$ cat config.mk
export PLATFORM = sky130hd
export DESIGN_NAME = rpu_back
export DESIGN_NICKNAME = d
export VERILOG_FILES = /design/src/sv/rpu_pkg.sv /design/src/sv/rpu_back.sv
export SDC_FILE = /design/constraint.sdc
export NUM_CORES = 1
export LEC_CHECK = 0
export BUFFER_PORTS_ARGS = -buffer_cell sky130_fd_sc_hd__buf_4
export CORE_ASPECT_RATIO = 1.75
export CORE_UTILIZATION = 50
export CTS_BUF_LIST = sky130_fd_sc_hd__clkbuf_2 sky130_fd_sc_hd__clkbuf_4 sky130_fd_sc_hd__clkbuf_8
export CTS_CLUSTER_DIAMETER = 30
export DETAILED_ROUTE_END_ITERATION = 12
export PLACE_DENSITY = 0.81
export SLEW_MARGIN = 20
export SYNTH_ARGS = -nofsm -noshare
export SYNTH_HDL_FRONTEND = slang
export SYNTH_SLANG_ARGS = --single-unit
$ cat constraint.sdc
create_clock -name clk -period 3.9 [get_ports clk]
set_input_delay 0.78 -clock clk [delete_from_list [all_inputs] [get_ports clk]]
set_output_delay 0.78 -clock clk [all_outputs]
set_load 0.05 [all_outputs]
$ cat src/sv/rpu_pkg.sv
`default_nettype none
package rpu_pkg;

  localparam int PIX_W       = 24;
  localparam int QUEUE_DEPTH = 4;
  localparam int QUEUE_AW    = $clog2(QUEUE_DEPTH);
  localparam int QUEUE_CW    = $clog2(QUEUE_DEPTH + 1);

  typedef enum logic {
    REG_IN_WIDTH = 1'b0,
    REG_SCALE    = 1'b1
  } reg_idx_t;

  typedef struct packed {
    logic [10:0] in_width;
    logic [4:0]  scale;
  } cfg_t;

  // classified command, front to back
  typedef struct packed {
    logic       valid;
    logic       accepted;
    logic       pixel_valid;
    logic       row_end;
    logic [1:0] pad_bytes;
    logic       replay_done;
  } desc_t;

  typedef struct packed {
    logic       accepted;
    logic       pixel_valid;
    logic [7:0] blue;
    logic [7:0] green;
    logic [7:0] red;
    logic       row_end;
    logic [1:0] pad_bytes;
    logic       replay_done;
  } item_t;

endpackage
`default_nettype wire

$ cat src/sv/rpu_back.sv
`default_nettype none
module rpu_back (
  input  wire logic                       clk,
  input  wire logic                       rst_n,
  input  wire rpu_pkg::desc_t             desc,
  input  wire logic [rpu_pkg::PIX_W-1:0]  rdata,
  output logic                            back_ready,
  output logic                            out_valid,
  input  wire logic                       out_ready,
  output logic                            out_accepted,
  output logic                            out_pixel_valid,
  output logic [7:0]                      out_blue_out,
  output logic [7:0]                      out_green_out,
  output logic [7:0]                      out_red_out,
  output logic                            out_row_end,
  output logic [1:0]                      out_pad_bytes,
  output logic                            out_replay_done
);
  import rpu_pkg::*;

  logic                s1_valid_r;
  desc_t               s1_r;
  item_t               q_r [QUEUE_DEPTH];
  logic [QUEUE_AW-1:0] wptr_r, rptr_r;
  logic [QUEUE_CW-1:0] count_r, count_nxt;
  item_t               entry, head;
  logic                enq, deq;

  always_comb begin
    entry             = '0;
    entry.accepted    = s1_r.accepted;
    entry.pixel_valid = s1_r.pixel_valid;
    if (s1_r.pixel_valid) begin
      entry.red   = rdata[23:16];
      entry.green = rdata[15:8];
      entry.blue  = rdata[7:0];
    end
    entry.row_end     = s1_r.row_end;
    entry.pad_bytes   = s1_r.pad_bytes;
    entry.replay_done = s1_r.replay_done;
  end

  assign enq        = s1_valid_r;
  assign out_valid  = count_r != '0;
  assign deq        = out_valid && out_ready;
  assign back_ready = ((QUEUE_CW+1)'(count_r) + (QUEUE_CW+1)'(s1_valid_r))
                      < (QUEUE_CW+1)'(QUEUE_DEPTH);
  assign count_nxt  = count_r + QUEUE_CW'(enq) - QUEUE_CW'(deq);

  assign head            = q_r[rptr_r];
  assign out_accepted    = head.accepted;
  assign out_pixel_valid = head.pixel_valid;
  assign out_blue_out    = head.blue;
  assign out_green_out   = head.green;
  assign out_red_out     = head.red;
  assign out_row_end     = head.row_end;
  assign out_pad_bytes   = head.pad_bytes;
  assign out_replay_done = head.replay_done;

  always_ff @(posedge clk) begin
    s1_r <= desc;
    if (enq) begin
      q_r[wptr_r] <= entry;
    end
  end

  always_ff @(posedge clk) begin
    if (!rst_n) begin
      s1_valid_r <= 1'b0;
      wptr_r     <= '0;
      rptr_r     <= '0;
      count_r    <= '0;
    end else begin
      s1_valid_r <= desc.valid;
      if (enq) begin
        wptr_r <= wptr_r + QUEUE_AW'(1);
      end
      if (deq) begin
        rptr_r <= rptr_r + QUEUE_AW'(1);
      end
      count_r <= count_nxt;
    end
  end

  a_count_bound: assert property (@(posedge clk) disable iff (!rst_n)
    32'(count_r) <= 32'(QUEUE_DEPTH))
    else $error("queue overfilled");

  a_room_for_stage: assert property (@(posedge clk) disable iff (!rst_n)
    s1_valid_r |-> 32'(count_r) < 32'(QUEUE_DEPTH) || deq)
    else $error("no room for staged transfer");

  a_kind_exclusive: assert property (@(posedge clk) disable iff (!rst_n)
    enq |-> !(s1_r.accepted && s1_r.pixel_valid))
    else $error("push and pull flags both set");

endmodule
`default_nettype wire

==> After elaboration in Yosys (flattened, before gate mapping) <==
Memories as Yosys holds them, arrays and structs flattened. A register that Yosys moved wholly into a read port is not among the register bits.
Index checks and enable logic that the tools add are counted.
{ "classes": {"mul": 0, "n_shift": 0, "muxes": 5, "n_eq_ne": 0, "n_div": 0, "magnitude_cmp": 1, "reduce_logical": 2, "add_sub_neg": 5, "bitwise": 0} }
{ "ops": {"columns": ["op", "count"], "rows": [
  ["24-bit 2-to-1 mux", 1],
  ["2-bit by 1-bit adder with 2-bit output (second input constant)", 2],
  ["3-bit by 1-bit adder with 4-bit output", 1],
  ["4-bit by 3-bit < comparator with 1-bit output (second input constant)", 1],
  ["2-bit 2-to-1 mux", 2],
  ["3-bit by 1-bit adder with 3-bit output", 1],
  ["3-bit nonzero test", 1],
  ["3-bit by 1-bit subtractor with 3-bit output", 1],
  ["1-bit 2-to-1 mux", 2],
  ["1-bit logical AND", 1]
]} }
{ "word_totals": {"inputBits": 34, "latchBits": 0, "ff_bits": 14, "output_inout_bits": 32, "memories": 1, "mem_bits_rw": 120, "wordCells": 23, "romBits": 0} }
{ "mem_list": {"columns": ["memory", "depth", "width", "rd", "rd_clocked_by_memory_dff", "wr", "line", "rtl"], "rows": [
  ["q_r", 4, 30, 1, 1, 1, "rpu_back.sv:23", "item_t q_r [QUEUE_DEPTH];"]
]} }

==> Longest topological paths before layout <==
Gate-level depths: netlist (run 1).
{ "depth": {"ltp_word": 4, "ltp_mapped": 9, "ltp_nobuf": 8} }

==> Worst setup path before layout (run 1) <==
Ideal clock, no wire load.
{ "synth_path": {"path_type": "register to output", "from": "register count_r[1]", "to": "output back_ready", "path_slack_ns": 1.383, "path_buffers": 0, "arrival_ns": 1.737, "stages_incl_launch_ff": 4, "required_time_ns": 3.120, "cell_sequence": "dfxtp_1 nand4_1 o21a_1 o21ai_0"} }
{ "synth_between": {"elab_chain_cells": 2} }
{ "synth_lines": {"columns": ["element", "line", "rtl"], "rows": [
  ["start, declared", "rpu_back.sv:25", "logic [QUEUE_CW-1:0] count_r, count_nxt;"],
  ["start signal, assigned", "rpu_back.sv:81", "count_r <= count_nxt;"],
  ["3-bit by 1-bit adder with 4-bit output", "rpu_back.sv:46", "assign back_ready = ((QUEUE_CW+1)'(count_r) + (QUEUE_CW+1)'(s1_valid_r))"],
  ["4-bit by 3-bit < comparator with 1-bit output", "rpu_back.sv:47", "< (QUEUE_CW+1)'(QUEUE_DEPTH);"],
  ["end, declared", "rpu_back.sv:7", "output logic back_ready,"]
]} }
Every way passes these cells.

==> results.yml, run 1 <==
run_status:
  status: "complete, no violations"
setup_path:
  cp_data_arrival_time_ns: 2.19
  startpoint_type: "register"
  crit_type: "reg -> out"
  required_ns: 3.12
  endpoint_kind: "output pin"
  crit_fanout: 16
pwr:
  internal-power_mw: 2.81
  power.share.clock_pct: 30.9
  power.share.combinational_pct: 26.2
  p_sw_share_pct: 30.2
  power_switching_mw: 1.21
  power.density_nw_per_um2: 650
  irDropWorstVdd_v: 0.000457
  seq_power_share_pct: 43.0
  p_leak_nw: 2.15
detailed_routing:
  ant_nets: 0
  vias_per_cell: 5.25
  drt_pre_antenna_iters: 4
  detail_route.wl_per_cell_um: 18.2
  drcViolationCount: 0
  drtIter0Drc: 81
  wirelength_mm: 8.22
  vias: 2380
global_route:
  grt_pass1_vias: 2544
  met1_usage_pct: 17.8
  grt.busiest_layer: "met2"
  antenna_found_initial: 0
  grt_util_met2_pct: 30.3
  track_usage_pct: 17.0
  grt-ovfl-total: 0
  grt_max_degree: 31
  use_met3_pct: 4.83
  grt_pass1_wl_mm: 12.6
finish:
  fin_nets: 357
  layout_common_cells: "120 x edfxtp_1, 68 x buf_4, 30 x mux4_2, 29 x and2_1, 19 x clkbuf_8"
  final_cells: 453
  final_common_cell: "edfxtp_1"
  post-route-util_pct: 62.4
  antenna_cells: 0
  area_growth_pct: 20.7
  drive_above_1_share_pct: 41.5
placed_design:
  gp_congestion: 0.674
  place_hpwl_mm: 5.00
  placed_cells: 421
  portBuffers: 65
cts:
  cts_buffer_depth: 2
  ctsHoldBuffers: 0
  cts_tree: "built"
  clkLatencyLatePin_ns: 0.42
  cts_root_buffer: "clkbuf_8"
  ctsResizeCount: 0
  cts_num_sinks: 136
  clk_pin_slew_ns: 0.07
  cts_buffers: 17
  htreeDepth: 4
  cts_setup_buffers: 0
sta:
  rsz0062_at_grt: "no"
  final-hold-violation-count: 0
  maxSlewViolCount: 0
  worst_pin_slew_ns: 0.941
  fmax_mhz: 337
  fin_crit_sh_pct: 76.2
  finalSetupTns_ns: 0
  fin_worst_skew_ns: 0.00779
  slew_headroom_pct: 37.2
  final-setup-viol-count: 0
  min_period_ns: 2.97
floorplanning:
  rows: 48
  die-area_um2: 10700
  die_width_um: 78.5
  core_area_um2: 9910
  start_util_pct: 51.7
  die_y_um: 136
  io_pins: 66
logic_synthesis:
  syn-num-nets: 279
  syn-instance-count: 237
  syn_area_um2: 5120
  yosysUniqueCellTypes: 21
  yosysSeqAreaShare_pct: 76.6
  ys_warn_count: 0
  syn_area_per_cell_um2: 21.6
  yosys_register_bits: 136
flow_run:
  maxCapViolCount: 0
min_path:
  hp-class: "in -> reg"
==> cells in the mapped netlist <==
master / count / area (µm²)
nand4_1: 1 / 6.26
buf_6: 3 / 33.8
nor2b_1: 4 / 25.0
o31a_1: 1 / 8.76
and2_1: 33 / 206
xor2_1: 2 / 17.5
xnor2_1: 2 / 17.5
fa_1: 1 / 20.0
edfxtp_1: 120 / 3600
inv_1: 5 / 18.8
buf_2: 4 / 20.0
o21ai_0: 1 / 5.00
o311ai_2: 1 / 16.3
ha_1: 7 / 87.6
or3_1: 1 / 6.26
clkbuf_1: 2 / 7.51
dfxtp_1: 16 / 320
mux2i_1: 1 / 10.0
o21a_1: 1 / 7.51
mux4_2: 30 / 676
a21o_1: 1 / 7.51
==> power by group through the flow <==
stage          combinational (mW)  clock (mW)  sequential (mW)
4_1_cts                      1.07        1.27             1.73
2_1_floorplan               0.840           0             1.71
3_5_place_dp                 1.07           0             1.76
3_3_place_gp                 1.06           0             1.76
5_1_grt                      1.11        1.32             1.74
6_report                     1.05        1.24             1.73
==> kinds of logic (layout without fill, tap and decap cells) <==
| logic type | count (synthesis) | count (layout) | synth area share [%] |
|---|---|---|---|
| simple gates | 39 | 39 | 4.76 |
| buf+inv | 14 | 105 | 1.56 |
| xor+xnor | 4 | 4 | 0.684 |
| mux | 31 | 31 | 13.4 |
| fa+ha+maj | 8 | 8 | 2.10 |
| flops | 136 | 136 | 76.6 |
| compound gates | 5 | 5 | 0.880 |
==> path summary, 6_finish.rpt <==
kind / depth (start not counted) / from / endpoint / slack [ns]
worst min register to register: 0 / entry[0]$_DFF_P_ / q_r[2][0]$_DFFE_PP_ / 0.47
worst max register to register: 8 / count_r[1]$_SDFF_PN0_ / count_r[2]$_SDFF_PN0_ / 1.85
worst min-delay path: 1 / desc[3] / entry[3]$_DFF_P_ / 0.46
worst max-delay path: 3 / register / out_blue_out[1] / 0.93
==> per-stage QoR <==
stage | instance area [µm²] | setup slack [ns] | power (mW) | hold WS (ns)
2_1_floorplan | 5120 | 1.38 | 2.55 | 0.438
3_3_place_gp | 5730 | 1.35 | 2.81 | 0.447
3_5_place_dp | 5730 | 1.35 | 2.83 | 0.467
4_1_cts | 6180 | 0.863 | 4.06 | 0.431
5_1_grt | 6180 | 0.803 | 4.17 | 0.434
6_report | 6180 | 0.929 | 4.02 | 0.459
==> critical path, cell delays in order (launching register included) <==
cell and delay (ns):
dfxtp_1 0.82, buf_4 0.37, mux4_2 0.36, buf_4 0.21
==> layout make-up <==
| class | count | area, µm² |
|---|---|---|
| Clock buffer | 21 | 277 |
| Clock inverter | 11 | 171 |
| Fill cell | 709 | 3730 |
| Inverter | 5 | 18.8 |
| Multi-Input combinational cell | 87 | 1120 |
| Sequential cell | 136 | 3930 |
| Tap cell | 125 | 156 |
| Timing Repair Buffer | 68 | 510 |
==> sequential cells by signal, indices dropped and copies added (netlist names), named ones only <==
signal   cells
count_r      3
enq          1
entry        6
q_r        120
rptr_r       2
wptr_r       2
==> per-layer routing <==
layer	part of all wire [%]	up-vias
met1	37	1210
met2	57	58
met3	4.0	11
met5	0	-
li1	-	1101
met4	1.3	0
No activity file was read; power rests on OpenSTA's default activity.
==> run 2: changes to the inputs <==
--- a/config.mk
+++ b/config.mk
@@ -11,7 +11,7 @@
 export CTS_BUF_LIST = sky130_fd_sc_hd__clkbuf_2 sky130_fd_sc_hd__clkbuf_4 sky130_fd_sc_hd__clkbuf_8
 export CTS_CLUSTER_DIAMETER = 30
 export DETAILED_ROUTE_END_ITERATION = 12
-export PLACE_DENSITY = 0.81
+export PLACE_DENSITY = 0.83
 export SLEW_MARGIN = 20
 export SYNTH_ARGS = -nofsm -noshare
 export SYNTH_HDL_FRONTEND = slang
==> constraint.sdc (replaced) <==
create_clock -name clk -period 2.7 [get_ports clk]
set_input_delay 0.54 -clock clk [delete_from_list [all_inputs] [get_ports clk]]
set_output_delay 0.54 -clock clk [all_outputs]
set_load 0.05 [all_outputs]
==> results.yml, run 2 (same netlist as run 1, synthesis figures left out) <==
cts:
  ctsHoldBuffers: 0
  clkLatencyLatePin_ns: 0.44
  htreeDepth: 4
  cts_buffer_depth: 2
  cts_root_buffer: "clkbuf_8"
  ctsResizeCount: 0
  cts_tree: "built"
  cts_num_sinks: 136
  cts_buffers: 17
  clk_pin_slew_ns: 0.07
  cts_setup_buffers: 0
pwr:
  p_leak_nw: 2.14
  p_total_mw: 5.66
  p_sw_share_pct: 31.2
  internal-power_mw: 3.90
  power.density_nw_per_um2: 919
  seq_power_share_pct: 43.8
  power.share.clock_pct: 28.4
  irDropWorstVdd_v: 0.000581
  power.share.combinational_pct: 27.7
  power_switching_mw: 1.76
placed_design:
  pre_cts_ws_ns: 0.563
  gp_congestion: 0.712
  place_area_um2: 5760
  place_hpwl_mm: 5.12
  placed_cells: 421
  portBuffers: 65
detailed_routing:
  drt_pre_antenna_iters: 4
  wirelength_mm: 8.33
  ant_nets: 0
  vias_per_cell: 5.28
  drtIter0Drc: 125
  vias: 2393
  drcViolationCount: 0
  detail_route.wl_per_cell_um: 18.4
sta:
  rsz0062_at_grt: "no"
  fin_ws_ns: 0.148
  fin_worst_skew_ns: 0.00677
  slew_headroom_pct: 34.9
  fmax_mhz: 392
  final-hold-violation-count: 0
  final-setup-viol-count: 0
  fin_crit_sh_pct: 94.5
  finalSetupTns_ns: 0
  maxSlewViolCount: 0
  hold_ws_ns: 0.198
  worst_pin_slew_ns: 0.975
  min_period_ns: 2.55
finish:
  post-route-util_pct: 62.1
  final_common_cell: "edfxtp_1"
  fin_nets: 357
  final_cells: 453
  antenna_cells: 0
  drive_above_1_share_pct: 41.5
  top_register: "q_r"
  register_area_um2: 3930
  layout_common_cells: "120 x edfxtp_1, 66 x buf_4, 30 x mux4_2, 29 x and2_1, 19 x clkbuf_8"
  area_growth_pct: 20.3
  multi_input_area_um2: 1120
  largest_register_ffs: 120
  final_area_um2: 6160
  fill_cells: 723
global_route:
  track_usage_pct: 17.5
  grt_pass1_wl_mm: 12.9
  grt-ovfl-total: 0
  grt_max_degree: 31
  grt_pass1_vias: 2509
  antenna_found_initial: 0
setup_path:
  crit_type: "reg -> out"
  required_ns: 2.16
  crit_fanout: 11
  cp_data_arrival_time_ns: 2.01
  startpoint_type: "register"
  endpoint_kind: "output pin"
floorplanning:
  start_util_pct: 51.7
  die_y_um: 136
  io_pins: 66
  die_width_um: 78.5
  core_area_um2: 9910
  die-area_um2: 10700
  rows: 48
min_path:
  hp-class: "in -> reg"
flow_run:
  maxCapViolCount: 0
run_status:
  status: "complete, no violations"
run 2: cell types whose count changed in the layout (fill, tap and decap cells not counted):
cell        before  now
buf_4           68   66
clkinvlp_4       5    6
clkinv_2         1    2
buf_12           0    2
bufinv_16        4    2
run 2: worst max-delay path, cell delays in order (launching register included):
cell	delay, ns
dfxtp_2	0.61
buf_12	0.22
mux4_2	0.53
buf_4	0.21
run 2: cell type report:
| class | instances | share of cell area, % |
|---|---|---|
| Multi-Input combinational cell | 87 | 18.2 |
| Sequential cell | 136 | 63.7 |
| Inverter | 5 | 0.305 |
| Tap cell | 125 | 2.54 |
| Timing Repair Buffer | 68 | 8.70 |
| Clock inverter | 11 | 2.01 |
| Clock buffer | 21 | 4.49 |
run 2: final timing paths:
kind / from / endpoint / slack, ns / cells after the start
worst max-delay path: register / out_pad_bytes[0] / 0.15 / 3
worst min-delay path: desc[3] / entry[3]$_DFF_P_ / 0.20 / 1
worst max register to register: count_r[1]$_SDFF_PN0_ / count_r[2]$_SDFF_PN0_ / 0.64 / 8
worst min register to register: entry[29]$_DFF_P_ / q_r[1][29]$_DFFE_PP_ / 0.48 / 0
run 2: power by group through the flow:
stage / sequential [mW] / combinational (mW) / clock (mW)
2_1_floorplan: 2.47 / 1.21 / 0
3_3_place_gp: 2.52 / 1.57 / 0
3_5_place_dp: 2.53 / 1.59 / 0
4_1_cts: 2.49 / 1.60 / 1.64
5_1_grt: 2.50 / 1.65 / 1.72
6_report: 2.48 / 1.57 / 1.61
run 2: metal layers:
metal  up-vias  wire, µm  global-route usage (%)  part of all wire (%)
met4         0       156                    8.23                   1.9
met2        58      4790                    31.3                    58
met1      1227      3000                    18.2                    36
li1       1096         -                       -                     -
met3        12       374                    5.97                   4.5
met5         -         0                       0                     0
==> run 3: changes to the inputs <==
--- a/config.mk
+++ b/config.mk
@@ -7,11 +7,13 @@
 export LEC_CHECK = 0
 export BUFFER_PORTS_ARGS = -buffer_cell sky130_fd_sc_hd__buf_4
 export CORE_ASPECT_RATIO = 1.75
+export CORE_MARGIN = 2
 export CORE_UTILIZATION = 50
 export CTS_BUF_LIST = sky130_fd_sc_hd__clkbuf_2 sky130_fd_sc_hd__clkbuf_4 sky130_fd_sc_hd__clkbuf_8
 export CTS_CLUSTER_DIAMETER = 30
 export DETAILED_ROUTE_END_ITERATION = 12
 export PLACE_DENSITY = 0.83
+export REMOVE_ABC_BUFFERS = 1
 export SLEW_MARGIN = 20
 export SYNTH_ARGS = -nofsm -noshare
 export SYNTH_HDL_FRONTEND = slang
==> results.yml, run 3 (same netlist as run 1, synthesis figures left out) <==
sta:
  final-setup-viol-count: 0
  fmax_mhz: 400
  fin_ws_ns: 0.199
  final-hold-violation-count: 0
  fin_crit_sh_pct: 92.6
  rsz0062_at_grt: "no"
  finalSetupTns_ns: 0
  worst_pin_slew_ns: 0.904
  maxSlewViolCount: 0
  slew_headroom_pct: 39.6
  min_period_ns: 2.50
  fin_worst_skew_ns: 0.00793
finish:
  largest_register_ffs: 120
  fill_cells: 697
  final_common_cell: "edfxtp_1"
  area_growth_pct: 20.1
  fin_nets: 356
  drive_above_1_share_pct: 41.3
  antenna_cells: 0
  layout_common_cells: "120 x edfxtp_1, 66 x buf_4, 30 x mux4_2, 29 x and2_1, 17 x clkbuf_8"
  post-route-util_pct: 62.1
  top_register: "q_r"
cts:
  ctsResizeCount: 0
  cts_setup_buffers: 0
  cts_buffer_depth: 2
  clkLatencyLatePin_ns: 0.42
  cts_buffers: 17
  htreeDepth: 4
  cts_tree: "built"
  cts_num_sinks: 136
  clk_pin_slew_ns: 0.07
  ctsHoldBuffers: 0
  cts_root_buffer: "clkbuf_8"
detailed_routing:
  vias: 2349
  vias_per_cell: 5.20
  ant_nets: 0
  detail_route.wl_per_cell_um: 17.9
  drt_pre_antenna_iters: 4
  drtIter0Drc: 97
  wirelength_mm: 8.10
  drcViolationCount: 0
setup_path:
  r2r_cells: 8
  crit_fanout: 23
  crit_type: "reg -> out"
  rr_endpoint: "count_r[2]$_SDFF_PN0_"
  endpoint_kind: "output pin"
  startpoint_type: "register"
  r2r_slack_ns: 0.64
  r2r-start: "count_r[1]$_SDFF_PN0_"
  required_ns: 2.16
  cp_data_arrival_time_ns: 1.96
pwr:
  power.density_nw_per_um2: 922
  p_leak_nw: 2.13
  irDropWorstVdd_v: 0.000531
  p_total_mw: 5.67
global_route:
  grt-ovfl-total: 0
  grt_pass1_wl_mm: 12.6
  grt_pass1_vias: 2472
  antenna_found_initial: 0
  grt_max_degree: 31
  track_usage_pct: 16.2
min_path:
  hold_depth: 1
  hp-class: "in -> reg"
  whs_endpoint: "entry[1]$_DFF_P_"
  min_from: "desc[1]"
floorplanning:
  core_area_um2: 9910
  die_y_um: 138
  die-area_um2: 11100
  io_pins: 66
  rows: 48
  start_util_pct: 51.7
  die_width_um: 80.5
placed_design:
  portBuffers: 65
  place_hpwl_mm: 5.06
  gp_congestion: 0.700
  pre_cts_ws_ns: 0.592
run_status:
  status: "complete, no violations"
flow_run:
  maxCapViolCount: 0
-- run 3: metal layers --
metal / GRT usage, % / routed length [µm] / vias up
li1: - / - / 1101
met1: 17.2 / 3030 / 1185
met2: 28.9 / 4570 / 56
met3: 5.21 / 388 / 7
met4: 7.06 / 114 / 0
met5: 0 / 0 / -
-- run 3: cell type report --
| class | count | area, µm² | area share (%) |
|---|---|---|---|
| flip-flops and latches | 136 | 3930 | 63.8 |
| multi-input cells | 87 | 1120 | 18.3 |
| repair buffers | 67 | 515 | 8.38 |
| clock buffers | 17 | 234 | 3.80 |
| clock inverters | 15 | 176 | 2.87 |
| well taps | 125 | 156 | 2.54 |
| inverters | 5 | 18.8 | 0.305 |
-- run 3: how the worst max path moves through the flow --
stage	start	to	slack, ns	cells after the start
finish	register	out_blue_out[0]	0.20	3
global route	register	out_blue_out[0]	0.06	3
CTS	register	out_pad_bytes[1]	0.13	3
detailed placement	out_ready	count_r[2]$_SDFF_PN0_	0.59	9
global placement	register	out_green_out[4]	0.60	3
floorplan	register	out_accepted	-0.02	1
-- run 3: report_power, final --
part	switching, mW	internal (mW)	total, mW
Clock	0.745	0.915	1.66
Combinational	0.915	0.610	1.53
Sequential	0.110	2.38	2.49
-- run 3: per-stage QoR --
| step | hold WS [ns] | instances | area (µm²) |
|---|---|---|---|
| 2_1_floorplan | 0.438 | 228 | 5060 |
| 4_1_cts | 0.189 | 452 | 6150 |
| 6_report | 0.218 | 452 | 6150 |
| 3_5_place_dp | 0.463 | 420 | 5740 |
| 5_1_grt | 0.179 | 452 | 6150 |
| 3_3_place_gp | 0.453 | 420 | 5740 |
-- run 3: critical path, cell delays in order, from the launching register on --
cell and delay, ns:
dfxtp_2 0.51, buf_12 0.26, mux4_2 0.55, buf_4 0.21
