`config.mk`:
```
export PLATFORM = sky130hd
export DESIGN_NAME = rpu_front
export DESIGN_NICKNAME = d
export VERILOG_FILES = /design/src/sv/rpu_pkg.sv /design/src/sv/rpu_front.sv
export SDC_FILE = /design/constraint.sdc
export NUM_CORES = 1
export LEC_CHECK = 0
export ABC_AREA = 1
export BUFFER_PORTS_ARGS = -buffer_cell sky130_fd_sc_hd__buf_2
export CORE_ASPECT_RATIO = 1.4
export CORE_MARGIN = 8
export CORE_UTILIZATION = 30
export CTS_BUF_LIST = sky130_fd_sc_hd__clkbuf_4 sky130_fd_sc_hd__clkbuf_8 sky130_fd_sc_hd__clkbuf_16
export DETAILED_ROUTE_END_ITERATION = 8
export GPL_TIMING_DRIVEN = 0
export PLACE_DENSITY = 0.51
export SETUP_SLACK_MARGIN = 0.15
export SYNTH_ARGS = -nofsm -noshare
export SYNTH_HDL_FRONTEND = slang
export SYNTH_SLANG_ARGS = --single-unit
```
`constraint.sdc`:
```
create_clock -name clk -period 3.5 [get_ports clk]
set_clock_uncertainty 0.05 [all_clocks]
set_input_delay 0.175 -clock clk [delete_from_list [all_inputs] [get_ports clk]]
set_output_delay 0.175 -clock clk [all_outputs]
set_load 0.02 [all_outputs]
```
`src/sv/rpu_pkg.sv`:
```
`default_nettype none
package rpu_pkg;

  localparam int PIX_W       = 24;
  localparam int QUEUE_DEPTH = 4;
  localparam int QUEUE_AW    = $clog2(QUEUE_DEPTH);
  localparam int QUEUE_CW    = $clog2(QUEUE_DEPTH + 1);

  typedef enum logic {
    REG_IN_WIDTH = 1'b0,
    REG_SCALE    = 1'b1
  } reg_idx_t;

  typedef struct packed {
    logic [10:0] in_width;
    logic [4:0]  scale;
  } cfg_t;

  // classified command, front to back
  typedef struct packed {
    logic       valid;
    logic       accepted;
    logic       pixel_valid;
    logic       row_end;
    logic [1:0] pad_bytes;
    logic       replay_done;
  } desc_t;

  typedef struct packed {
    logic       accepted;
    logic       pixel_valid;
    logic [7:0] blue;
    logic [7:0] green;
    logic [7:0] red;
    logic       row_end;
    logic [1:0] pad_bytes;
    logic       replay_done;
  } item_t;

endpackage
`default_nettype wire

```
`src/sv/rpu_front.sv`:
```
`default_nettype none
module rpu_front #(
  parameter int MAX_WIDTH = 1024,
  parameter int MAX_SCALE = 16
) (
  input  wire logic                           clk,
  input  wire logic                           rst_n,
  input  wire rpu_pkg::cfg_t                  cfg,
  input  wire logic                           in_valid,
  output logic                                in_ready,
  input  wire logic                           in_func,
  input  wire logic [7:0]                     in_blue_in,
  input  wire logic [7:0]                     in_green_in,
  input  wire logic [7:0]                     in_red_in,
  input  wire logic                           back_ready,
  output rpu_pkg::desc_t                      desc,
  output logic                                ram_we,
  output logic [$clog2(MAX_WIDTH)-1:0]        ram_waddr,
  output logic [rpu_pkg::PIX_W-1:0]           ram_wdata,
  output logic [$clog2(MAX_WIDTH)-1:0]        ram_raddr
);
  import rpu_pkg::*;

  localparam int AW = $clog2(MAX_WIDTH);
  localparam int WW = $clog2(MAX_WIDTH + 1);
  localparam int HW = $clog2(MAX_SCALE);
  localparam int SW = $clog2(MAX_SCALE + 1);

  logic [WW-1:0] fill_r, fill_nxt;
  logic          ready_r, ready_nxt;
  logic [AW-1:0] col_r, col_nxt;
  logic [HW-1:0] h_r, h_nxt;
  logic [HW-1:0] v_r, v_nxt;

  logic [WW-1:0] w;
  logic [SW-1:0] s;
  logic [WW-1:0] fill_inc;
  logic          hit, push, pull;
  logic          last_h, last_col, last_v;

  always_comb begin
    if (cfg.in_width == '0) begin
      w = WW'(1);
    end else if (32'(cfg.in_width) > 32'(MAX_WIDTH)) begin
      w = WW'(MAX_WIDTH);
    end else begin
      w = WW'(cfg.in_width);
    end
    if (cfg.scale == '0) begin
      s = SW'(1);
    end else if (32'(cfg.scale) > 32'(MAX_SCALE)) begin
      s = SW'(MAX_SCALE);
    end else begin
      s = SW'(cfg.scale);
    end
  end

  assign in_ready = back_ready;
  assign hit      = in_valid && in_ready;
  assign push     = hit && !in_func && !ready_r;
  assign pull     = hit && in_func && ready_r;
  assign fill_inc = fill_r + WW'(1);

  assign last_h   = ((SW+1)'(h_r) + (SW+1)'(1)) >= (SW+1)'(s);
  assign last_v   = ((SW+1)'(v_r) + (SW+1)'(1)) >= (SW+1)'(s);
  assign last_col = ((WW+1)'(col_r) + (WW+1)'(1)) >= (WW+1)'(w);

  assign ram_we    = push && (32'(fill_r) < 32'(MAX_WIDTH));
  assign ram_waddr = AW'(fill_r);
  assign ram_wdata = {in_red_in, in_green_in, in_blue_in};
  assign ram_raddr = col_r;

  always_comb begin
    desc             = '0;
    desc.valid       = hit;
    desc.accepted    = push;
    desc.pixel_valid = pull;
    desc.row_end     = pull && last_h && last_col;
    desc.pad_bytes   = (pull && last_h && last_col) ? 2'(w[1:0] * s[1:0]) : 2'd0;
    desc.replay_done = pull && last_h && last_col && last_v;
  end

  always_comb begin
    fill_nxt  = fill_r;
    ready_nxt = ready_r;
    col_nxt   = col_r;
    h_nxt     = h_r;
    v_nxt     = v_r;
    if (push) begin
      fill_nxt = fill_inc;
      if (fill_inc >= w) begin
        ready_nxt = 1'b1;
        col_nxt   = '0;
        h_nxt     = '0;
        v_nxt     = '0;
      end
    end else if (pull) begin
      if (!last_h) begin
        h_nxt = h_r + HW'(1);
      end else begin
        h_nxt = '0;
        if (!last_col) begin
          col_nxt = col_r + AW'(1);
        end else begin
          col_nxt = '0;
          if (!last_v) begin
            v_nxt = v_r + HW'(1);
          end else begin
            v_nxt     = '0;
            ready_nxt = 1'b0;
            fill_nxt  = '0;
          end
        end
      end
    end
  end

  always_ff @(posedge clk) begin
    if (!rst_n) begin
      fill_r  <= '0;
      ready_r <= 1'b0;
      col_r   <= '0;
      h_r     <= '0;
      v_r     <= '0;
    end else begin
      fill_r  <= fill_nxt;
      ready_r <= ready_nxt;
      col_r   <= col_nxt;
      h_r     <= h_nxt;
      v_r     <= v_nxt;
    end
  end

  a_no_write_when_ready: assert property (@(posedge clk) disable iff (!rst_n)
    ram_we |-> !ready_r)
    else $error("row store written while row ready");

  a_fill_bound: assert property (@(posedge clk) disable iff (!rst_n)
    32'(fill_r) <= 32'(MAX_WIDTH))
    else $error("fill count past store depth");

  a_replay_frees: assert property (@(posedge clk) disable iff (!rst_n)
    desc.replay_done |=> !ready_r && fill_r == '0)
    else $error("row store not freed after final replica");

endmodule
`default_nettype wire

```
# --- Word level (Yosys, flattened, before mapping) ---
# Cells that the tools add are included.
word_totals:
  ff_bits: 30
classes:
  n_eq_ne: 1
  n_mul: 1
  reduce_logical: 22
  order_cmp: 7
  add_sub_neg: 7
  muxes: 30
op_table:
  columns: ["cell", "n"]
  rows:
  - ["11-bit two-way mux", 7]
  - ["10-bit two-way mux", 5]
  - ["4-bit two-way mux", 9]
  - ["11-bit greater-or-equal comparator", 2]
  - ["10-bit by 1-bit adder with 11-bit output, second input constant", 1]
  - ["11-bit by 1-bit adder with 11-bit output, second input constant", 1]
  - ["11-bit > comparator, second input constant", 1]
  - ["11-bit logical NOT", 1]
  - ["11-bit less-than comparator, second input constant", 1]
  - ["10-bit by 1-bit adder with 10-bit output, second input constant", 1]
  - ["4-bit by 1-bit adder with 5-bit output, second input constant", 2]
  - ["5-bit greater-or-equal comparator", 2]
  - ["5-bit two-way mux", 2]
  - ["1-bit logical AND", 9]
  - ["4-bit by 1-bit adder with 4-bit output, second input constant", 2]
  - ["4-bit AND reduction", 2]
  - ["2-bit nonzero test", 4]
  - ["1-bit two-way mux", 6]
  - ["5-bit > comparator, second input constant", 1]
  - ["5-bit logical NOT", 1]
  - ["5-bit AND reduction", 1]
  - ["3-bit AND reduction", 1]
  - ["1-bit logical NOT", 2]
  - ["2-bit by 2-bit multiplier with 2-bit output", 1]
  - ["other kinds (3)", 3]

# --- Depth between registers and ports, before layout ---
# Gate-level depths: netlist (run 1).
depth:
  ltp_word: 9
  mapped_depth: 19
  ltp_nobuf: 18

# --- Worst setup path before layout (run 1) ---
# Ideal clock, no wire load.
synth_path:
  kind: "reg2out"
  from: "register col_r[0], in the netlist ram_raddr[0]"
  to: "output port desc[2] (netlist bit)"
  slack_ps: 473
  path_stages_with_launch: 15
  arrival_ps: 2802
  n_path_buf: 0
  t_required_ps: 3275
  path_cell_list: "dfxtp_1 -> ha_1 -> nand4_1 -> nor2_1 -> xor2_1 -> inv_1 -> ha_1 -> inv_1 -> nor2_2 -> nand2_1 -> nor2_1 -> o21ai_2 -> a21oi_1 -> nand2_1 -> nor2_1"
synth_rtl:
  columns: ["element", "line", "text"]
  rows:
  - ["start, declared", "rpu_front.sv:31", "logic [AW-1:0] col_r, col_nxt;"]
  - ["start signal, assigned", "rpu_front.sv:128", "col_r <= col_nxt;"]
  - ["end, declared", "rpu_front.sv:16", "output rpu_pkg::desc_t desc,"]

==> impl_table.tex, run 1 <==
\begin{tabular}{lr}
\hline
Metric & Value \\
\hline
\multicolumn{2}{l}{\textbf{Status}} \\
Result of the run & completed \\
\multicolumn{2}{l}{\textbf{Yosys}} \\
Net count of the mapped netlist & 563 \\
Sequential share of the synthesized area & 0.1941 \\
Proportion of synthesized flip-flops having asynchronous set or reset & 0 \\
Cell count after synthesis & 482 \\
Yosys cell types & 33 \\
Synthesis-stage register bit count & 30 \\
Post-synth EDFFs & 0 \\
Yosys warning count & 0 \\
Most used flip-flop cell after synthesis & sky130\_fd\_sc\_hd\_\_dfxtp\_1 \\
Synth Cell Area & 3094 um2 \\
Syn Area/Cell & 6.420 um2 \\
\multicolumn{2}{l}{\textbf{GRT}} \\
Total routing usage reported by global routing & 0.1204 \\
Via count of the first global-routing pass & 2933 \\
Met1 track demand over resource in global routing & 0.1268 \\
Met2 track utilization from global routing & 0.2202 \\
Most Used Layer, Global Route & met2 \\
Total overflow reported by the global router & 0 \\
Antenna violations before repair & 0 \\
Largest net degree at the start of global routing & 11 \\
Wire length of the first global-routing pass & 13310 um \\
Routing usage on met3 & 0.03127 \\
\multicolumn{2}{l}{\textbf{Layout}} \\
Layout cells sized above 1 & 0.2580 \\
Leading cell types in the layout, fill and taps excluded & sky130\_fd\_sc\_hd\_\_nand2\_1, sky130\_fd\_sc\_hd\_\_inv\_1, sky130\_fd\_sc\_hd\_\_buf\_2 \\
Syn-to-layout area delta & 22.08\% \\
Net total in the final layout & 643 \\
Most common cell after layout, fill and taps aside & sky130\_fd\_sc\_hd\_\_nand2\_1 \\
Non-filler instance count after layout & 700 \\
Number of diodes added for antenna fixing & 0 \\
\multicolumn{2}{l}{\textbf{Worst setup path}} \\
Highest cell delay on the worst timing path & 0.38 ns \\
Ordered cell list for the critical path & ha\_1, nand4\_1, nor2\_1, xor2\_1, inv\_1, ha\_1, inv\_1, nor2\_2, nand2\_1, nor2\_1, o21ai\_2, a21oi\_2, and3\_1, buf\_2 \\
Category of the worst setup path capture point & primary output \\
Critical Path Fanout Max & 6 \\
Critical Path AT & 2.84 ns \\
Top delay family on crit path & simple AND/OR/NAND/NOR gates \\
Critical path buffer and inverter count & 3 \\
Setup Crit Path Kind & reg2out \\
Data required time at the worst endpoint & 3.27 ns \\
CP max-delay cell & sky130\_fd\_sc\_hd\_\_dfxtp\_2 \\
Setup crit start kind & flip-flop \\
\multicolumn{2}{l}{\textbf{Timing}} \\
Setup repair after global routing missed its margin & no \\
Final-report setup violation count & 0 \\
Final count of hold timing violations & 0 \\
Worst hold margin & 0.1667 ns \\
Final-layout setup total negative slack & 0 ns \\
Max Fclk & 326.1 MHz \\
Crit share post-route & 0.8761 \\
Least setup slack across all paths after layout & 0.4335 ns \\
Slew of the pin with the lowest slew margin & 0.4911 ns \\
Normalized max-slew margin & 0.6726 \\
Min Clock Period, post-route & 3.067 ns \\
Slew Limit Fails & 0 \\
\multicolumn{2}{l}{\textbf{Power and ir drop}} \\
Maximum resistive drop on vdd & 0.2014 mV \\
Power per standard cell area & 278.5 nW/um2 \\
LEAKAGE & 2.154 nW \\
\multicolumn{2}{l}{\textbf{Clock tree}} \\
Number of CTS-inserted buffers & 5 \\
CTS hold repair buffers & 0 \\
Deepest clock path buffer count & 2 \\
CTS tree & built \\
\# H-tree levels & 2 \\
Clock sinks & 30 \\
CTS Root Cell & sky130\_fd\_sc\_hd\_\_clkbuf\_16 \\
Clock transition time at the flip-flop clock pins of the worst setup and hold paths & 0.05 ns \\
Insertion delay to the later sink of the worst-skew pair & 0.27 ns \\
\multicolumn{2}{l}{\textbf{Placement}} \\
DP Cell Count & 693 \\
Estimated wirelength of the detail-placed design & 6973 um \\
Minimum setup slack after placement & 0.5479 ns \\
Placer Congestion & 0.8114 \\
Port-buffer cells & 73 \\
\multicolumn{2}{l}{\textbf{Die}} \\
Row cnt & 44 \\
I/O pin count & 98 \\
Placeable core region & 10180 um2 \\
Total die area & 13870 um2 \\
Initial core utilization & 0.3038 \\
Die Y & 136.2 um \\
Die outline width & 101.8 um \\
\multicolumn{2}{l}{\textbf{Job}} \\
Count of maximum capacitance violations & 0 \\
\multicolumn{2}{l}{\textbf{Routing}} \\
Initial detailed-routing violation count & 66 \\
Drt wl/cell & 11.79 um \\
First-pass iteration count of the detailed router & 6 \\
Vias post-DR & 3086 \\
ANT nets after route & 0 \\
Detailed-route wire length & 8255 um \\
DR vias/cell & 4.409 \\
Post-route DRC violation count & 0 \\
\multicolumn{2}{l}{\textbf{Worst hold path}} \\
Class of the worst hold path & in2reg \\
\hline
\end{tabular}
-- final cells by class --
type                    count  area, um2
flip-flops and latches     30      601.8
clock buffers               7      140.1
plain buffers              45      329.1
well taps                 138      172.7
inverters                  80      300.3
fillers                  1110       6407
multi-input cells         327       1868
repair buffers             73      365.4
-- routing by layer --
metal  up-vias  part of all wire
li1       1644                 -
met1      1353              0.40
met2        79              0.50
met3        10             0.078
met4         0             0.019
met5         -                 0
-- worst register-to-register path, cell delays in order (launching register included) --
cell and delay [ns]:
sky130_fd_sc_hd__dfxtp_1 0.44, sky130_fd_sc_hd__ha_1 0.27, sky130_fd_sc_hd__nand2_1 0.10, sky130_fd_sc_hd__nor2_1 0.15, sky130_fd_sc_hd__nand3_1 0.10, sky130_fd_sc_hd__o21ai_0 0.18, sky130_fd_sc_hd__inv_1 0.09, sky130_fd_sc_hd__ha_1 0.31
sky130_fd_sc_hd__nand2_1 0.09, sky130_fd_sc_hd__nor2_4 0.11, sky130_fd_sc_hd__inv_2 0.03, sky130_fd_sc_hd__nor2_1 0.09, sky130_fd_sc_hd__nand2_1 0.09, sky130_fd_sc_hd__nand4_4 0.17, sky130_fd_sc_hd__nand3_1 0.22, sky130_fd_sc_hd__nand2_2 0.22
sky130_fd_sc_hd__nor2_1 0.07
-- power by group --
group	internal (mW)	leakage, nW	switching [mW]	total (mW)
combinational	0.105	1.84	0.161	0.266
clock	0.275	0.0708	0.147	0.422
sequential	0.353	0.244	0.0111	0.364
total	0.733	2.15	0.319	1.05
-- flip-flops by register name (all words and copies together), names as in the netlist --
name       cells
ram_raddr     10
ready_r        1
fill_r        11
h_r            4
v_r            4
-- cell usage after synthesis (2+ instances only) --
library cell	n	area, um2
sky130_fd_sc_hd__nor2_2	2	12.51
sky130_fd_sc_hd__nand4_1	17	106.4
sky130_fd_sc_hd__clkbuf_1	3	11.26
sky130_fd_sc_hd__nor2_1	58	217.7
sky130_fd_sc_hd__o21ai_0	13	65.06
sky130_fd_sc_hd__or2_1	2	12.51
sky130_fd_sc_hd__nand3_2	2	20.02
sky130_fd_sc_hd__nor4_1	2	12.51
sky130_fd_sc_hd__ha_1	36	450.4
sky130_fd_sc_hd__dfxtp_1	30	600.6
sky130_fd_sc_hd__o21ai_1	10	50.05
sky130_fd_sc_hd__nor2_4	2	22.52
sky130_fd_sc_hd__buf_6	2	22.52
sky130_fd_sc_hd__nand2_2	4	25.02
sky130_fd_sc_hd__buf_4	38	285.3
sky130_fd_sc_hd__xor2_1	15	131.4
sky130_fd_sc_hd__inv_2	4	15.01
sky130_fd_sc_hd__buf_2	2	10.01
sky130_fd_sc_hd__nand3_1	17	85.08
sky130_fd_sc_hd__inv_1	75	281.5
sky130_fd_sc_hd__a21oi_2	2	17.52
sky130_fd_sc_hd__nand2_1	114	427.9
sky130_fd_sc_hd__and3_1	3	18.77
sky130_fd_sc_hd__a21oi_1	20	100.1
-- stage by stage --
step	total power, mW	utilization	instance area (um2)
after detailed placement	0.6396	0.3566	3632
after global routing	1.118	0.3709	3777
final	1.052	0.3709	3777
after CTS	1.069	0.3704	3772
after floorplan	0.5635	-	3094
after global placement	0.6347	0.3566	3632
-- path summary, 6_finish.rpt --
check             slack, ns            to         start  cells after the start
hold / removal         0.17        h_r[3]         rst_n                      3
hold reg to reg        0.45    fill_r[10]    fill_r[10]                      2
setup reg to reg       0.61  ram_raddr[2]     fill_r[0]                     16
setup / recovery       0.43       desc[1]  ram_raddr[0]                     14
-- cell families (layout without fill, tap and decap cells) --
logic type	Yosys count	in the layout	share of synthesized area
and+or+nand+nor	228	228	0.3304
buffers and inverters	125	205	0.2034
AOI/OAI and AO/OA	48	48	0.08411
adders and majority gates	36	36	0.1456
DFF	30	30	0.1941
xor gates and xnor gates	15	15	0.04246
-- repair_timing --
| action | in CTS | in global routing |
|---|---|---|
| resized for setup | 0 | 2 |
| setup endpoints to repair | 0 | 2 |
| buffers inserted | 0 | 0 |
No activity file was read; power rests on OpenSTA's default activity.
==> run 2: changes to the inputs <==
--- a/config.mk
+++ b/config.mk
@@ -13,7 +13,8 @@
 export CTS_BUF_LIST = sky130_fd_sc_hd__clkbuf_4 sky130_fd_sc_hd__clkbuf_8 sky130_fd_sc_hd__clkbuf_16
 export DETAILED_ROUTE_END_ITERATION = 8
 export GPL_TIMING_DRIVEN = 0
-export PLACE_DENSITY = 0.51
+export PLACE_DENSITY = 0.6
+export REMOVE_ABC_BUFFERS = 1
 export SETUP_SLACK_MARGIN = 0.15
 export SYNTH_ARGS = -nofsm -noshare
 export SYNTH_HDL_FRONTEND = slang
==> constraint.sdc (replaced) <==
create_clock -name clk -period 3.5 [get_ports clk]
set_clock_uncertainty 0.05 [all_clocks]
set_input_delay 0.175 -clock clk [delete_from_list [all_inputs] [get_ports clk]]
set_output_delay 0.175 -clock clk [all_outputs]
set_load 0.05 [all_outputs]
==> run 2 against run 1 <==
Against the previous run:
- non-clock buffer count shrank 69
- utilization shrank 4.2 points
- die area is the same
- count of clock-buffer cells in the layout is the same
- combinational power shrank 15%
- routed wire length shrank 3.1%
- via count shrank 6.4%
- final cell count shrank 9.7%
- sequential power is essentially flat
- setup slack lost 0.060 ns
- critical path depth is the same
==> impl_table.tex, run 2 (same netlist as run 1, synthesis figures left out) <==
\begin{tabular}{lr}
\hline
Metric & Value \\
\hline
\multicolumn{2}{l}{\textbf{Status}} \\
Result of the run & completed (unchanged) \\
\multicolumn{2}{l}{\textbf{Routing}} \\
WL met2 & 3858 um (was 4162 um) \\
Uppermost layer routed & met4 (unchanged) \\
DR vias/cell & 4.571 (was 4.409) \\
Initial detailed-routing violation count & 105 (was 66) \\
Post-route DRC violation count & 0 (unchanged) \\
Drt wl/cell & 12.66 um (was 11.79 um) \\
ANT nets after route & 0 (unchanged) \\
First-pass iteration count of the detailed router & 7 (was 6) \\
Vias post-DR & 2889 (was 3086) \\
Routed wl met3 & 598 um (was 648 um) \\
Met1 Wirelength & 3455 um (was 3292 um) \\
Detailed-route wire length & 8000 um (was 8255 um) \\
\multicolumn{2}{l}{\textbf{Die}} \\
Initial core utilization & 0.3038 (unchanged) \\
I/O pin count & 98 (unchanged) \\
Total die area & 13870 um2 (unchanged) \\
Die outline width & 101.8 um (unchanged) \\
Die Y & 136.2 um (unchanged) \\
Row cnt & 44 (unchanged) \\
Placeable core region & 10180 um2 (unchanged) \\
\multicolumn{2}{l}{\textbf{Worst setup path}} \\
Worst reg2reg startpoint & fill\_r[0] (unchanged) \\
Setup Crit Path Kind & reg2out (unchanged) \\
Category of the worst setup path capture point & primary output (unchanged) \\
Setup crit start kind & flip-flop (unchanged) \\
Critical Path Fanout Max & 5 (was 6) \\
Register-to-register setup slack & 0.63 ns (was 0.61 ns) \\
Worst reg2reg path depth & 18 (was 16) \\
Critical Path AT & 2.90 ns (was 2.84 ns) \\
Critical register-to-register path endpoint & ram\_raddr[1] (was ram\_raddr[2]) \\
Data required time at the worst endpoint & 3.27 ns (about the same) \\
\multicolumn{2}{l}{\textbf{Layout}} \\
Final core utilization & 0.3286 (was 0.3709) \\
Syn-to-layout area delta & 8.168\% (was 22.08\%) \\
Largest register by flop count & fill\_r (unchanged) \\
Leading cell types in the layout, fill and taps excluded & sky130\_fd\_sc\_hd\_\_nand2\_1, sky130\_fd\_sc\_hd\_\_inv\_1, sky130\_fd\_sc\_hd\_\_nor2\_1 (was sky130\_fd\_sc\_hd\_\_nand2\_1, sky130\_fd\_sc\_hd\_\_inv\_1, sky130\_fd\_sc\_hd\_\_buf\_2) \\
Most common cell after layout, fill and taps aside & sky130\_fd\_sc\_hd\_\_nand2\_1 (unchanged) \\
Layout cells sized above 1 & 0.1619 (was 0.2580) \\
Number of flip-flops in the largest register & 11 (unchanged) \\
Number of diodes added for antenna fixing & 0 (unchanged) \\
Post-layout instance area & 3347 um2 (was 3777 um2) \\
Net total in the final layout & 574 (was 643) \\
\multicolumn{2}{l}{\textbf{Clock tree}} \\
Insertion delay to the later sink of the worst-skew pair & 0.28 ns (was 0.27 ns) \\
Deepest clock path buffer count & 2 (unchanged) \\
Clock sinks & 30 (unchanged) \\
CTS tree & built (unchanged) \\
CTS Root Cell & sky130\_fd\_sc\_hd\_\_clkbuf\_16 (unchanged) \\
Post-CTS setup repair buffer count & 0 (unchanged) \\
Clock transition time at the flip-flop clock pins of the worst setup and hold paths & 0.05 ns (about the same) \\
\# H-tree levels & 2 (unchanged) \\
Number of CTS-inserted buffers & 5 (unchanged) \\
\multicolumn{2}{l}{\textbf{Placement}} \\
Placer Congestion & 0.8445 (was 0.8114) \\
Area after DPL & 3183 um2 (was 3632 um2) \\
Port-buffer cells & 49 (was 73) \\
Estimated wirelength of the detail-placed design & 6603 um (was 6973 um) \\
\multicolumn{2}{l}{\textbf{Timing}} \\
Crit share post-route & 0.8934 (was 0.8761) \\
Min Clock Period, post-route & 3.127 ns (was 3.067 ns) \\
Final-report setup violation count & 0 (unchanged) \\
Setup repair after global routing missed its margin & no (unchanged) \\
Normalized max-slew margin & 0.5648 (was 0.6726) \\
Max Fclk & 319.8 MHz (was 326.1 MHz) \\
Final count of hold timing violations & 0 (unchanged) \\
Slew of the pin with the lowest slew margin & 0.6484 ns (was 0.4911 ns) \\
Slew Limit Fails & 0 (unchanged) \\
\multicolumn{2}{l}{\textbf{GRT}} \\
Wire length of the first global-routing pass & 13430 um (was 13310 um) \\
Antenna violations before repair & 0 (unchanged) \\
Largest net degree at the start of global routing & 19 (was 11) \\
Total routing usage reported by global routing & 0.1211 (was 0.1204) \\
Total overflow reported by the global router & 0 (unchanged) \\
Via count of the first global-routing pass & 2906 (was 2933) \\
\multicolumn{2}{l}{\textbf{Worst hold path}} \\
Class of the worst hold path & in2reg (unchanged) \\
Hold worst-path end & ram\_raddr[1] (was h\_r[3]) \\
Hold-critical path depth & 3 (unchanged) \\
Worst hold path startpoint & rst\_n (unchanged) \\
\multicolumn{2}{l}{\textbf{Power and ir drop}} \\
Pint & 0.7154 mW (was 0.7332 mW) \\
Clock share of power & 0.428 (was 0.401) \\
Switching power as a share of total power & 0.3073 (was 0.3031) \\
Share of power burned in combinational logic & 0.220 (was 0.253) \\
Portion of total power attributed to sequential cells & 0.352 (was 0.346) \\
Power per standard cell area & 308.6 nW/um2 (was 278.5 nW/um2) \\
LEAKAGE & 1.851 nW (was 2.154 nW) \\
NetSw & 0.3175 mW (was 0.3189 mW) \\
Maximum resistive drop on vdd & 0.1573 mV (was 0.2014 mV) \\
\multicolumn{2}{l}{\textbf{Job}} \\
Count of maximum capacitance violations & 0 (unchanged) \\
\hline
\end{tabular}
run 2: worst max-delay path by stage:
stage	to	cells after the start	from
global route	desc[2]	15	ram_raddr[0]
global placement	desc[1]	13	cfg[13]
floorplan	desc[2]	14	ram_raddr[0]
finish	desc[1]	14	ram_raddr[1]
CTS	desc[1]	14	ram_raddr[0]
detailed placement	desc[1]	14	cfg[7]
run 2: power groups by stage:
stage	clock network, mW	registers, mW	logic, mW
5_1_grt	0.473	0.365	0.259
3_3_place_gp	0	0.371	0.221
3_5_place_dp	0	0.371	0.227
6_report	0.442	0.364	0.227
2_1_floorplan	0	0.393	0.142
4_1_cts	0.456	0.364	0.228
run 2: metrics by stage:
stage                     hold slack [ns]  setup TNS [ns]  std cells  total power, mW  setup slack [ns]
after floorplan                    0.2455          -1.004        437           0.5343           -0.5937
after global placement             0.3008               0        624           0.5920            0.1429
after detailed placement           0.3008               0        624           0.5982            0.1469
after CTS                          0.2100               0        632            1.048            0.1831
after global routing               0.2204               0        632            1.097            0.1559
final                              0.2016               0        632            1.033            0.3732
run 2: critical path: stages (launching register included):
cell,delay [ns]
sky130_fd_sc_hd__dfxtp_1,0.38
sky130_fd_sc_hd__ha_1,0.23
sky130_fd_sc_hd__nand4_1,0.19
sky130_fd_sc_hd__nor2_1,0.17
sky130_fd_sc_hd__xor2_1,0.15
sky130_fd_sc_hd__inv_1,0.09
sky130_fd_sc_hd__ha_1,0.29
sky130_fd_sc_hd__inv_1,0.05
sky130_fd_sc_hd__nor2_2,0.12
sky130_fd_sc_hd__nand2_1,0.09
sky130_fd_sc_hd__nor2_1,0.12
sky130_fd_sc_hd__o21ai_2,0.12
sky130_fd_sc_hd__a21oi_2,0.21
sky130_fd_sc_hd__and3_1,0.18
sky130_fd_sc_hd__clkbuf_4,0.22
run 2: repair_timing:
item / 4_1_cts / 5_1_grt
pin swaps: 0 / 1
resized for setup: 1 / 5
hold buffers: 0 / 0
cloned: 0 / 0
endpoints found under the setup margin: 1 / 4
run 2: per-layer routing:
layer | vias up | track usage
met5 | - | 0.003831
met4 | 0 | 0.03358
met3 | 7 | 0.04459
met2 | 84 | 0.2060
met1 | 1295 | 0.1374
li1 | 1503 | -
run 2: cell type report:
class	count	area (um2)
Clock inverter	1	5.005
Sequential cell	30	601.8
Inverter	80	300.3
Multi-Input combinational cell	327	1868
Tap cell	138	172.7
Timing Repair Buffer	49	252.7
Fill cell	1124	6838
Clock buffer	7	146.4
